### config.mk
export PLATFORM = sky130hd
export DESIGN_NAME = boot_mouse_report_to_events_flat
export DESIGN_NICKNAME = d
export VERILOG_FILES = /design/src/sv/bmre_pkg.sv /design/src/sv/bmre_if.sv /design/src/sv/bmre_front.sv /design/src/sv/bmre_queue.sv /design/src/sv/bmre_back.sv /design/src/sv/boot_mouse_report_to_events.sv /design/src/flat_wrapper.sv
export SDC_FILE = /design/constraint.sdc
export NUM_CORES = 1
export LEC_CHECK = 0
export ABC_AREA = 0
export BUFFER_PORTS_ARGS = -buffer_cell sky130_fd_sc_hd__buf_2
export CAP_MARGIN = 20
export CORE_UTILIZATION = 45
export CTS_BUF_LIST = sky130_fd_sc_hd__clkbuf_2 sky130_fd_sc_hd__clkbuf_4 sky130_fd_sc_hd__clkbuf_8
export DETAILED_ROUTE_END_ITERATION = 12
export MAX_ROUTING_LAYER = met4
export PLACE_DENSITY = 0.72
export SYNTH_ARGS = -nofsm -noshare
export SYNTH_HDL_FRONTEND = slang
export SYNTH_HIERARCHICAL = 1
export SYNTH_SLANG_ARGS = --single-unit
### constraint.sdc
create_clock -name clk -period 4.6 [get_ports clk]
set_input_delay 0.46 -clock clk [delete_from_list [all_inputs] [get_ports clk]]
set_output_delay 0.46 -clock clk [all_outputs]
set_load 0.01 [all_outputs]
### src/sv/bmre_pkg.sv
`default_nettype none
package bmre_pkg;

	localparam int unsigned CFG_IDX_W = 2;

	localparam logic [CFG_IDX_W-1:0] CFG_BOOT_MODE    = 2'd0;
	localparam logic [CFG_IDX_W-1:0] CFG_WHEEL_ENABLE = 2'd1;

	localparam logic [3:0] MIN_REPORT_BYTES  = 4'd3;
	localparam logic [3:0] BOOT_REPORT_BYTES = 4'd4;

	localparam int unsigned NUM_SLOTS = 7;
	localparam int unsigned SLOT_W    = 3;

	localparam logic [SLOT_W-1:0] SLOT_X      = 3'd0;
	localparam logic [SLOT_W-1:0] SLOT_Y      = 3'd1;
	localparam logic [SLOT_W-1:0] SLOT_WHEEL  = 3'd2;
	localparam logic [SLOT_W-1:0] SLOT_LEFT   = 3'd3;
	localparam logic [SLOT_W-1:0] SLOT_RIGHT  = 3'd4;
	localparam logic [SLOT_W-1:0] SLOT_MIDDLE = 3'd5;
	localparam logic [SLOT_W-1:0] SLOT_SYNC   = 3'd6;

	typedef enum logic [1:0] {
		KIND_MOTION = 2'd0,
		KIND_BUTTON = 2'd1,
		KIND_SYNC   = 2'd2
	} kind_t;

	localparam logic [1:0] CODE_X      = 2'd0;
	localparam logic [1:0] CODE_Y      = 2'd1;
	localparam logic [1:0] CODE_WHEEL  = 2'd2;
	localparam logic [1:0] CODE_LEFT   = 2'd0;
	localparam logic [1:0] CODE_RIGHT  = 2'd1;
	localparam logic [1:0] CODE_MIDDLE = 2'd2;
	localparam logic [1:0] CODE_SYNC   = 2'd0;

	localparam int unsigned QUEUE_DEPTH = 2;
	localparam int unsigned QPTR_W      = 1;
	localparam int unsigned QCNT_W      = 2;

	typedef struct packed {
		logic [NUM_SLOTS-1:0] slots;
		logic signed [7:0]    dx;
		logic signed [7:0]    dy;
		logic signed [7:0]    wh;
		logic [2:0]           btn;
	} entry_t;

endpackage
`default_nettype wire

### src/sv/bmre_if.sv
`default_nettype none
interface bmre_cfg_if;
	import bmre_pkg::*;
	logic                 valid;
	logic                 ready;
	logic [CFG_IDX_W-1:0] index;
	logic                 data;
	modport source (output valid, output index, output data, input ready);
	modport sink (input valid, input index, input data, output ready);
endinterface

interface bmre_report_if;
	logic              valid;
	logic              ready;
	logic [3:0]        report_length;
	logic [7:0]        button_bits;
	logic signed [7:0] x_move;
	logic signed [7:0] y_move;
	logic signed [7:0] wheel_move;
	modport source (output valid, output report_length, output button_bits, output x_move,
		output y_move, output wheel_move, input ready);
	modport sink (input valid, input report_length, input button_bits, input x_move,
		input y_move, input wheel_move, output ready);
endinterface

interface bmre_event_if;
	logic              valid;
	logic              ready;
	logic [1:0]        event_kind;
	logic [1:0]        event_code;
	logic signed [7:0] event_value;
	logic              last_event;
	modport source (output valid, output event_kind, output event_code, output event_value,
		output last_event, input ready);
	modport sink (input valid, input event_kind, input event_code, input event_value,
		input last_event, output ready);
endinterface
`default_nettype wire

### src/sv/bmre_front.sv
`default_nettype none
module bmre_front
	import bmre_pkg::*;
(
	input  wire logic       clk,
	input  wire logic       arst_n,
	bmre_cfg_if.sink        cfg,
	bmre_report_if.sink     report,
	output logic            push_valid,
	input  wire logic       push_ready,
	output entry_t          push_data
);

	logic       boot_mode_q;
	logic       wheel_enable_q;
	logic [7:0] prev_buttons_q;

	logic              accept;
	logic              len_ok;
	logic signed [7:0] wh;
	logic [7:0]        pressed;
	logic [7:0]        released;
	logic [7:0]        toggled;
	logic              motion;
	logic              changed;

	assign cfg.ready    = 1'b1;
	assign report.ready = push_ready;
	assign accept       = report.valid && push_ready;

	always_comb begin
		len_ok = (report.report_length >= MIN_REPORT_BYTES) &&
			!(boot_mode_q && (report.report_length > BOOT_REPORT_BYTES));
		wh = (wheel_enable_q && (report.report_length >= BOOT_REPORT_BYTES)) ?
			report.wheel_move : 8'sd0;
		pressed  = report.button_bits & ~prev_buttons_q;
		released = prev_buttons_q & ~report.button_bits;
		toggled  = pressed | released;
		motion   = (report.x_move != 8'sd0) || (report.y_move != 8'sd0) || (wh != 8'sd0);
		changed  = (toggled != 8'd0);
	end

	always_comb begin
		push_data.slots              = '0;
		push_data.slots[SLOT_X]      = (report.x_move != 8'sd0);
		push_data.slots[SLOT_Y]      = (report.y_move != 8'sd0);
		push_data.slots[SLOT_WHEEL]  = (wh != 8'sd0);
		push_data.slots[SLOT_LEFT]   = toggled[0];
		push_data.slots[SLOT_RIGHT]  = toggled[1];
		push_data.slots[SLOT_MIDDLE] = toggled[2];
		push_data.slots[SLOT_SYNC]   = 1'b1;
		push_data.dx                 = report.x_move;
		push_data.dy                 = report.y_move;
		push_data.wh                 = wh;
		push_data.btn                = report.button_bits[2:0];
	end

	assign push_valid = report.valid && len_ok && (motion || changed);

	always_ff @(posedge clk or negedge arst_n) begin
		if (!arst_n) begin
			boot_mode_q    <= 1'b0;
			wheel_enable_q <= 1'b1;
			prev_buttons_q <= 8'd0;
		end else begin
			if (cfg.valid) begin
				if (cfg.index == CFG_BOOT_MODE) begin
					boot_mode_q <= cfg.data;
				end else if (cfg.index == CFG_WHEEL_ENABLE) begin
					wheel_enable_q <= cfg.data;
				end
			end
			if (accept && len_ok) begin
				prev_buttons_q <= report.button_bits;
			end
		end
	end

endmodule
`default_nettype wire

### src/sv/bmre_queue.sv
`default_nettype none
module bmre_queue
	import bmre_pkg::*;
(
	input  wire logic   clk,
	input  wire logic   arst_n,
	input  wire logic   push_valid,
	output logic        push_ready,
	input  wire entry_t push_data,
	output logic        pop_valid,
	input  wire logic   pop,
	output entry_t      pop_data
);

	entry_t              mem [QUEUE_DEPTH];
	logic [QPTR_W-1:0]   wr_ptr_q;
	logic [QPTR_W-1:0]   rd_ptr_q;
	logic [QCNT_W-1:0]   count_q;
	logic                do_push;
	logic                do_pop;

	assign push_ready = (count_q != QCNT_W'(QUEUE_DEPTH));
	assign pop_valid  = (count_q != '0);
	assign pop_data   = mem[rd_ptr_q];
	assign do_push    = push_valid && push_ready;
	assign do_pop     = pop && pop_valid;

	always_ff @(posedge clk) begin
		if (do_push) begin
			mem[wr_ptr_q] <= push_data;
		end
	end

	always_ff @(posedge clk or negedge arst_n) begin
		if (!arst_n) begin
			wr_ptr_q <= '0;
			rd_ptr_q <= '0;
			count_q  <= '0;
		end else begin
			if (do_push) begin
				wr_ptr_q <= wr_ptr_q + 1'b1;
			end
			if (do_pop) begin
				rd_ptr_q <= rd_ptr_q + 1'b1;
			end
			case ({do_push, do_pop})
				2'b10:   count_q <= count_q + 1'b1;
				2'b01:   count_q <= count_q - 1'b1;
				default: count_q <= count_q;
			endcase
		end
	end

endmodule
`default_nettype wire

### src/sv/bmre_back.sv
`default_nettype none
module bmre_back
	import bmre_pkg::*;
(
	input  wire logic    clk,
	input  wire logic    arst_n,
	input  wire logic    pop_valid,
	output logic         pop,
	input  wire entry_t  pop_data,
	bmre_event_if.source evt
);

	entry_t               work_q;
	logic [NUM_SLOTS-1:0] rem_q;
	logic                 busy_q;
	logic                 out_valid_q;
	kind_t                kind_q;
	logic [1:0]           code_q;
	logic signed [7:0]    value_q;
	logic                 last_q;

	logic                 adv;
	logic                 emit;
	logic [SLOT_W-1:0]    sel;
	logic                 found;
	logic [NUM_SLOTS-1:0] rem_next;
	kind_t                kind_d;
	logic [1:0]           code_d;
	logic signed [7:0]    value_d;
	logic                 last_d;

	assign adv  = !out_valid_q || evt.ready;
	assign emit = adv && busy_q;

	always_comb begin
		sel   = SLOT_SYNC;
		found = 1'b0;
		for (int i = 0; i < NUM_SLOTS; i++) begin
			if (!found && rem_q[i]) begin
				sel   = SLOT_W'(i);
				found = 1'b1;
			end
		end
		rem_next      = rem_q;
		rem_next[sel] = 1'b0;
	end

	assign pop = pop_valid && (!busy_q || (emit && (rem_next == '0)));

	always_comb begin
		kind_d  = KIND_SYNC;
		code_d  = CODE_SYNC;
		value_d = 8'sd0;
		last_d  = 1'b0;
		unique case (sel)
			SLOT_X: begin
				kind_d  = KIND_MOTION;
				code_d  = CODE_X;
				value_d = work_q.dx;
			end
			SLOT_Y: begin
				kind_d  = KIND_MOTION;
				code_d  = CODE_Y;
				value_d = work_q.dy;
			end
			SLOT_WHEEL: begin
				kind_d  = KIND_MOTION;
				code_d  = CODE_WHEEL;
				value_d = work_q.wh;
			end
			SLOT_LEFT: begin
				kind_d  = KIND_BUTTON;
				code_d  = CODE_LEFT;
				value_d = {7'd0, work_q.btn[0]};
			end
			SLOT_RIGHT: begin
				kind_d  = KIND_BUTTON;
				code_d  = CODE_RIGHT;
				value_d = {7'd0, work_q.btn[1]};
			end
			SLOT_MIDDLE: begin
				kind_d  = KIND_BUTTON;
				code_d  = CODE_MIDDLE;
				value_d = {7'd0, work_q.btn[2]};
			end
			default: begin
				kind_d  = KIND_SYNC;
				code_d  = CODE_SYNC;
				value_d = 8'sd0;
				last_d  = 1'b1;
			end
		endcase
	end

	always_ff @(posedge clk or negedge arst_n) begin
		if (!arst_n) begin
			busy_q      <= 1'b0;
			rem_q       <= '0;
			out_valid_q <= 1'b0;
		end else begin
			if (pop) begin
				busy_q <= 1'b1;
				rem_q  <= pop_data.slots;
			end else if (emit) begin
				busy_q <= (rem_next != '0);
				rem_q  <= rem_next;
			end
			if (adv) begin
				out_valid_q <= busy_q;
			end
		end
	end

	always_ff @(posedge clk) begin
		if (pop) begin
			work_q <= pop_data;
		end
		if (emit) begin
			kind_q  <= kind_d;
			code_q  <= code_d;
			value_q <= value_d;
			last_q  <= last_d;
		end
	end

	assign evt.valid       = out_valid_q;
	assign evt.event_kind  = kind_q;
	assign evt.event_code  = code_q;
	assign evt.event_value = value_q;
	assign evt.last_event  = last_q;

endmodule
`default_nettype wire

### src/sv/boot_mouse_report_to_events.sv
`default_nettype none
// Boot mouse report decoder. Each accepted report yields a run of up to seven
// events (X, Y, wheel motion, left/right/middle edges, closing sync), one per
// cycle from a registered output while the event side is ready; the event
// serializer sets the sustained rate at one event per cycle. Reports are
// classified on arrival and wait in a two-entry queue, so the report side
// keeps accepting while the event side stalls until the queue is full behind
// the report being serialized; reports that yield no events never enter the
// queue, but they too wait while the queue is full. Configuration writes are
// taken every cycle.
module boot_mouse_report_to_events
	import bmre_pkg::*;
(
	input  wire logic    clk,
	input  wire logic    arst_n,
	bmre_cfg_if.sink     cfg,
	bmre_report_if.sink  report,
	bmre_event_if.source evt
);

	logic   push_valid;
	logic   push_ready;
	entry_t push_data;
	logic   pop_valid;
	logic   pop;
	entry_t pop_data;

	bmre_front u_front (
		.clk        (clk),
		.arst_n     (arst_n),
		.cfg        (cfg),
		.report     (report),
		.push_valid (push_valid),
		.push_ready (push_ready),
		.push_data  (push_data)
	);

	bmre_queue u_queue (
		.clk        (clk),
		.arst_n     (arst_n),
		.push_valid (push_valid),
		.push_ready (push_ready),
		.push_data  (push_data),
		.pop_valid  (pop_valid),
		.pop        (pop),
		.pop_data   (pop_data)
	);

	bmre_back u_back (
		.clk       (clk),
		.arst_n    (arst_n),
		.pop_valid (pop_valid),
		.pop       (pop),
		.pop_data  (pop_data),
		.evt       (evt)
	);

endmodule
`default_nettype wire

### src/flat_wrapper.sv
// flat-port wrapper written by rule: the top's interface ports become plain ports
module boot_mouse_report_to_events_flat import bmre_pkg::*;
  (clk, arst_n, cfg_valid, cfg_index, cfg_data, cfg_ready, report_valid, report_report_length, report_button_bits, report_x_move, report_y_move, report_wheel_move, report_ready, evt_valid, evt_event_kind, evt_event_code, evt_event_value, evt_last_event, evt_ready);
  bmre_cfg_if cfg_i ();
  bmre_report_if report_i ();
  bmre_event_if evt_i ();
  input  wire logic clk;
  input  wire logic arst_n;
  input wire logic [$bits(cfg_i.valid)-1:0] cfg_valid;
  input wire logic [$bits(cfg_i.index)-1:0] cfg_index;
  input wire logic [$bits(cfg_i.data)-1:0] cfg_data;
  output wire logic [$bits(cfg_i.ready)-1:0] cfg_ready;
  input wire logic [$bits(report_i.valid)-1:0] report_valid;
  input wire logic [$bits(report_i.report_length)-1:0] report_report_length;
  input wire logic [$bits(report_i.button_bits)-1:0] report_button_bits;
  input wire logic [$bits(report_i.x_move)-1:0] report_x_move;
  input wire logic [$bits(report_i.y_move)-1:0] report_y_move;
  input wire logic [$bits(report_i.wheel_move)-1:0] report_wheel_move;
  output wire logic [$bits(report_i.ready)-1:0] report_ready;
  output wire logic [$bits(evt_i.valid)-1:0] evt_valid;
  output wire logic [$bits(evt_i.event_kind)-1:0] evt_event_kind;
  output wire logic [$bits(evt_i.event_code)-1:0] evt_event_code;
  output wire logic [$bits(evt_i.event_value)-1:0] evt_event_value;
  output wire logic [$bits(evt_i.last_event)-1:0] evt_last_event;
  input wire logic [$bits(evt_i.ready)-1:0] evt_ready;
  assign cfg_i.valid = cfg_valid;
  assign cfg_i.index = cfg_index;
  assign cfg_i.data = cfg_data;
  assign cfg_ready = cfg_i.ready;
  assign report_i.valid = report_valid;
  assign report_i.report_length = report_report_length;
  assign report_i.button_bits = report_button_bits;
  assign report_i.x_move = report_x_move;
  assign report_i.y_move = report_y_move;
  assign report_i.wheel_move = report_wheel_move;
  assign report_ready = report_i.ready;
  assign evt_valid = evt_i.valid;
  assign evt_event_kind = evt_i.event_kind;
  assign evt_event_code = evt_i.event_code;
  assign evt_event_value = evt_i.event_value;
  assign evt_last_event = evt_i.last_event;
  assign evt_i.ready = evt_ready;
  boot_mouse_report_to_events u_core (.clk(clk), .arst_n(arst_n), .cfg(cfg_i), .report(report_i), .evt(evt_i));
endmodule
==> flow_metrics.tcl <==
set metrics [dict create \
    status "complete, but fails checks" \
    violations "design-rule violations" \
    dp.cells 509 \
    max_clock_freq_mhz 320.0 \
    synthFlopType "edfxtp_1" \
    vias 2725 \
    cts_setup_buffers 0 \
    cp_num_buf_inv 0 \
    whs_path_depth 1 \
    worst-path-max-fanout 23 \
    muxShareOfSynthArea 0.1130 \
    globalRouteTotalUtil 0.1562 \
    io_pins 60 \
    async_flop_share 0.1756 \
    min-delay-start "report_x_move[6]" \
    rows 39 \
    num_antenna_cells 0 \
    grt_antenna_before_repair 0 \
    synth_edf_count 108 \
    final_cells 542 \
    drt_iter0_drc 112 \
    critPathTopFamily "compound AO/OA/AOI/OAI gates" \
    ys_warn_count 6 \
    worst_setup_path_end_kind "flop" \
    wl_mm 8.797 \
    synth_area_leaders "edfxtp_1, dfrtp_1, mux2_2" \
    synthTopCellsByCount "edfxtp_1, mux2_2, buf_4, dfrtp_1, nand2_1" \
    grt_pass1_wl_mm 14.06 \
    synth_compound_area_frac 0.04943 \
    path_clk_slew_ns 0.07 \
    die_w_microns 112.2 \
    die-area_sq_um 12600 \
    syn_inst 339 \
    core_area_sq_um 11610 \
    first_global_vias 2802 \
    reg2regPathDepth 8 \
    p_comb_frac 0.263 \
    numPortBuffers 58 \
    start_util 0.4708 \
    multi_input_area_sq_um 1368 \
    tritoncts "done" \
    drv_slew 0 \
    path_class "reg2reg" \
    first_pass_iters 8 \
    pwr-share-seq 0.482 \
    clkLatencyLatePin_ns 0.43 \
    slowest_stage "dfrtp_1" \
    yosysSeqAreaShare 0.6986 \
    vdd_drop_max_uv 210.7 \
    max_cap_violations 0 \
    synth-seq-cells 131 \
    dpl.hpwl_mm 5.882 \
    drcViolationCount 7 \
    num-fill-cells 938 \
    p_switching_mw 1.176 \
    cts_resized 0 \
    synth_top_family_by_area "multiplexers" \
    setup_ws_ns 1.475 \
    dpl_worst_slack_ns 1.471 \
    yosys.area.top_type "edfxtp_1" \
    synthAdderAreaFrac 0.004119 \
    gp_congestion 0.7563 \
    nets 431 \
    tns_ns 0 \
    r2r_slack_ns 1.48 \
    synth-xor-area-share 0.02082 \
    synth.distinct_cells 46 \
    grt_overflow 0 \
    slowest_delay_ns 0.60 \
    r2r-start "u_core/u_back/rem_q[0]" \
    wire_per_inst_microns 16.23 \
    syn2layout_area_growth_pct 12.40 \
    fin_worst_skew_ns 0.009427 \
    cp_data_required_time_ns 4.95 \
    yosysTopAreaCellShare 0.5931 \
    hold_viol_final 0 \
    cts_buffers 17 \
    htreeDepth 4 \
    drive_above_1_share 0.3684 \
    leakagePower_nw 2.271 \
    cts-root-buf "clkbuf_8" \
    cp_cell_sequence "or3_1 -> o31ai_4 -> o2111ai_2 -> a21boi_4 -> and2_4 -> ha_1 -> nor2_1 -> xor2_1" \
    grt_start_max_net_pins 36 \
    arrival_ns 3.47 \
    min_period_over_period 0.6793 \
    viasPerCell 5.028 \
    swShare 0.2924 \
    hold_buffers 1 \
    synthSimpleGateAreaFrac 0.05950 \
    detail-route-antenna-nets 0 \
    clockPowerShare 0.255 \
    avgSynthCellArea_sq_um 16.13 \
    setup_viol 0 \
    tightest_slew_ns 0.6484 \
    holdPathEnd "u_core/u_queue/mem[0][25]" \
    min_period_ns 3.125 \
    internal_power_mw 2.845 \
    clock_sinks 131 \
    synth_area_sq_um 5468 \
    clock_path_buffers 2 \
    relSlewSlack 0.5667 \
    r2r-end "u_core/u_queue/count_q[1]" \
    synth_most_common_cell "edfxtp_1" \
    grt_setup_unrepaired "no" \
    die_h_microns 112.2 \
    hold_class "in2reg" \
    powerDensity_nw_per_um2 654.2 \
    seq_area_sq_um 3820 \
    critPathLaunchType "flop" \
]
worst max path at each step:
stage / start / end / slack (ns) / cells past startpoint
after floorplan: report_report_length[0] / u_core/u_queue/mem[0][0] / 1.40 / 6
after global placement: u_core/u_back/rem_q[0] / u_core/u_queue/count_q[1] / 1.61 / 8
after detailed placement: u_core/u_back/rem_q[0] / u_core/u_queue/count_q[1] / 1.47 / 8
after CTS: u_core/u_back/rem_q[0] / u_core/u_queue/count_q[1] / 1.46 / 8
after global routing: u_core/u_back/rem_q[0] / u_core/u_queue/count_q[1] / 1.20 / 8
final: u_core/u_back/rem_q[0] / u_core/u_queue/count_q[1] / 1.48 / 8
final cells by class:
class / instances / share of cell area
clock buffers: 18 / 0.03929
clock inverters: 14 / 0.03013
inverters: 6 / 0.003664
multi-input cells: 167 / 0.2225
flip-flops and latches: 131 / 0.6215
well taps: 143 / 0.02911
repair buffers: 63 / 0.05375
per-layer routing:
layer	global-route usage	up-vias	wire length, microns
met5	-	-	0
met4	0.07556	0	121
met3	0.04590	10	451
met2	0.2389	72	4305
met1	0.1910	1313	3919
li1	-	1330	-
stage by stage:
stage               power [mW]  hold slack (ns)    util  area [sq um]
detailed placement       3.026           0.4765  0.4916          5709
global route             4.228           0.2095  0.5292          6146
CTS                      4.056           0.2078  0.5292          6146
finish                   4.021           0.2385  0.5292          6146
global placement         2.985           0.4695  0.4916          5709
floorplan                2.784           0.1644       -          5472
cells in the final DEF, fill, tap and decap left out, types with 6 or more instances in the layout:
| cell | count |
|---|---|
| xnor2_1 | 7 |
| nor2_1 | 10 |
| o21ai_1 | 8 |
| mux2_2 | 34 |
| and2_1 | 8 |
| inv_1 | 6 |
| a22oi_1 | 7 |
| nand2_1 | 14 |
| a21oi_1 | 6 |
| nor4_1 | 7 |
| buf_2 | 58 |
| clkbuf_8 | 17 |
| xor2_1 | 6 |
| mux2_4 | 13 |
| edfxtp_1 | 108 |
| dfrtp_1 | 22 |
worst reg2reg max path: stages, from the launching register on:
cell and delay [ns]:
dfrtp_1 0.60, or3_1 0.57, o31ai_4 0.27, o2111ai_2 0.20
a21boi_4 0.58, and2_4 0.28, ha_1 0.24, nor2_1 0.14
xor2_1 0.16
flip-flops by register name (all words and copies together) (netlist names):
| name | cells |
|---|---|
| u_core/u_back/busy_q | 1 |
| u_core/u_back/evt.event_code | 2 |
| u_core/u_back/evt.event_kind | 2 |
| u_core/u_back/evt.event_value | 8 |
| u_core/u_back/evt.last_event | 1 |
| u_core/u_back/evt.valid | 1 |
| u_core/u_back/rem_q | 7 |
| u_core/u_back/work_q | 27 |
| u_core/u_front/boot_mode_q | 1 |
| u_core/u_front/prev_buttons_q | 8 |
| u_core/u_front/wheel_enable_q | 1 |
| u_core/u_queue/count_q | 2 |
| u_core/u_queue/mem | 68 |
| u_core/u_queue/rd_ptr_q | 1 |
| u_core/u_queue/wr_ptr_q | 1 |
power groups by stage:
stage	clock (mW)	sequential [mW]	combinational, mW
detailed placement	0	1.96	1.07
finish	1.02	1.94	1.06
global route	1.09	1.98	1.16
global placement	0	1.95	1.04
floorplan	0	1.92	0.865
CTS	1.04	1.94	1.07
kinds of logic (layout without fill, tap and decap cells):
family	Yosys count	after routing
AOI/OAI and AO/OA	38	38
xor gates and xnor gates	13	13
adders and majority gates	2	2
buffers and inverters	42	101
DFF	131	131
muxes	51	51
other	1	2
and+or+nand+nor	61	61
(Power assumes the default switching activity.)
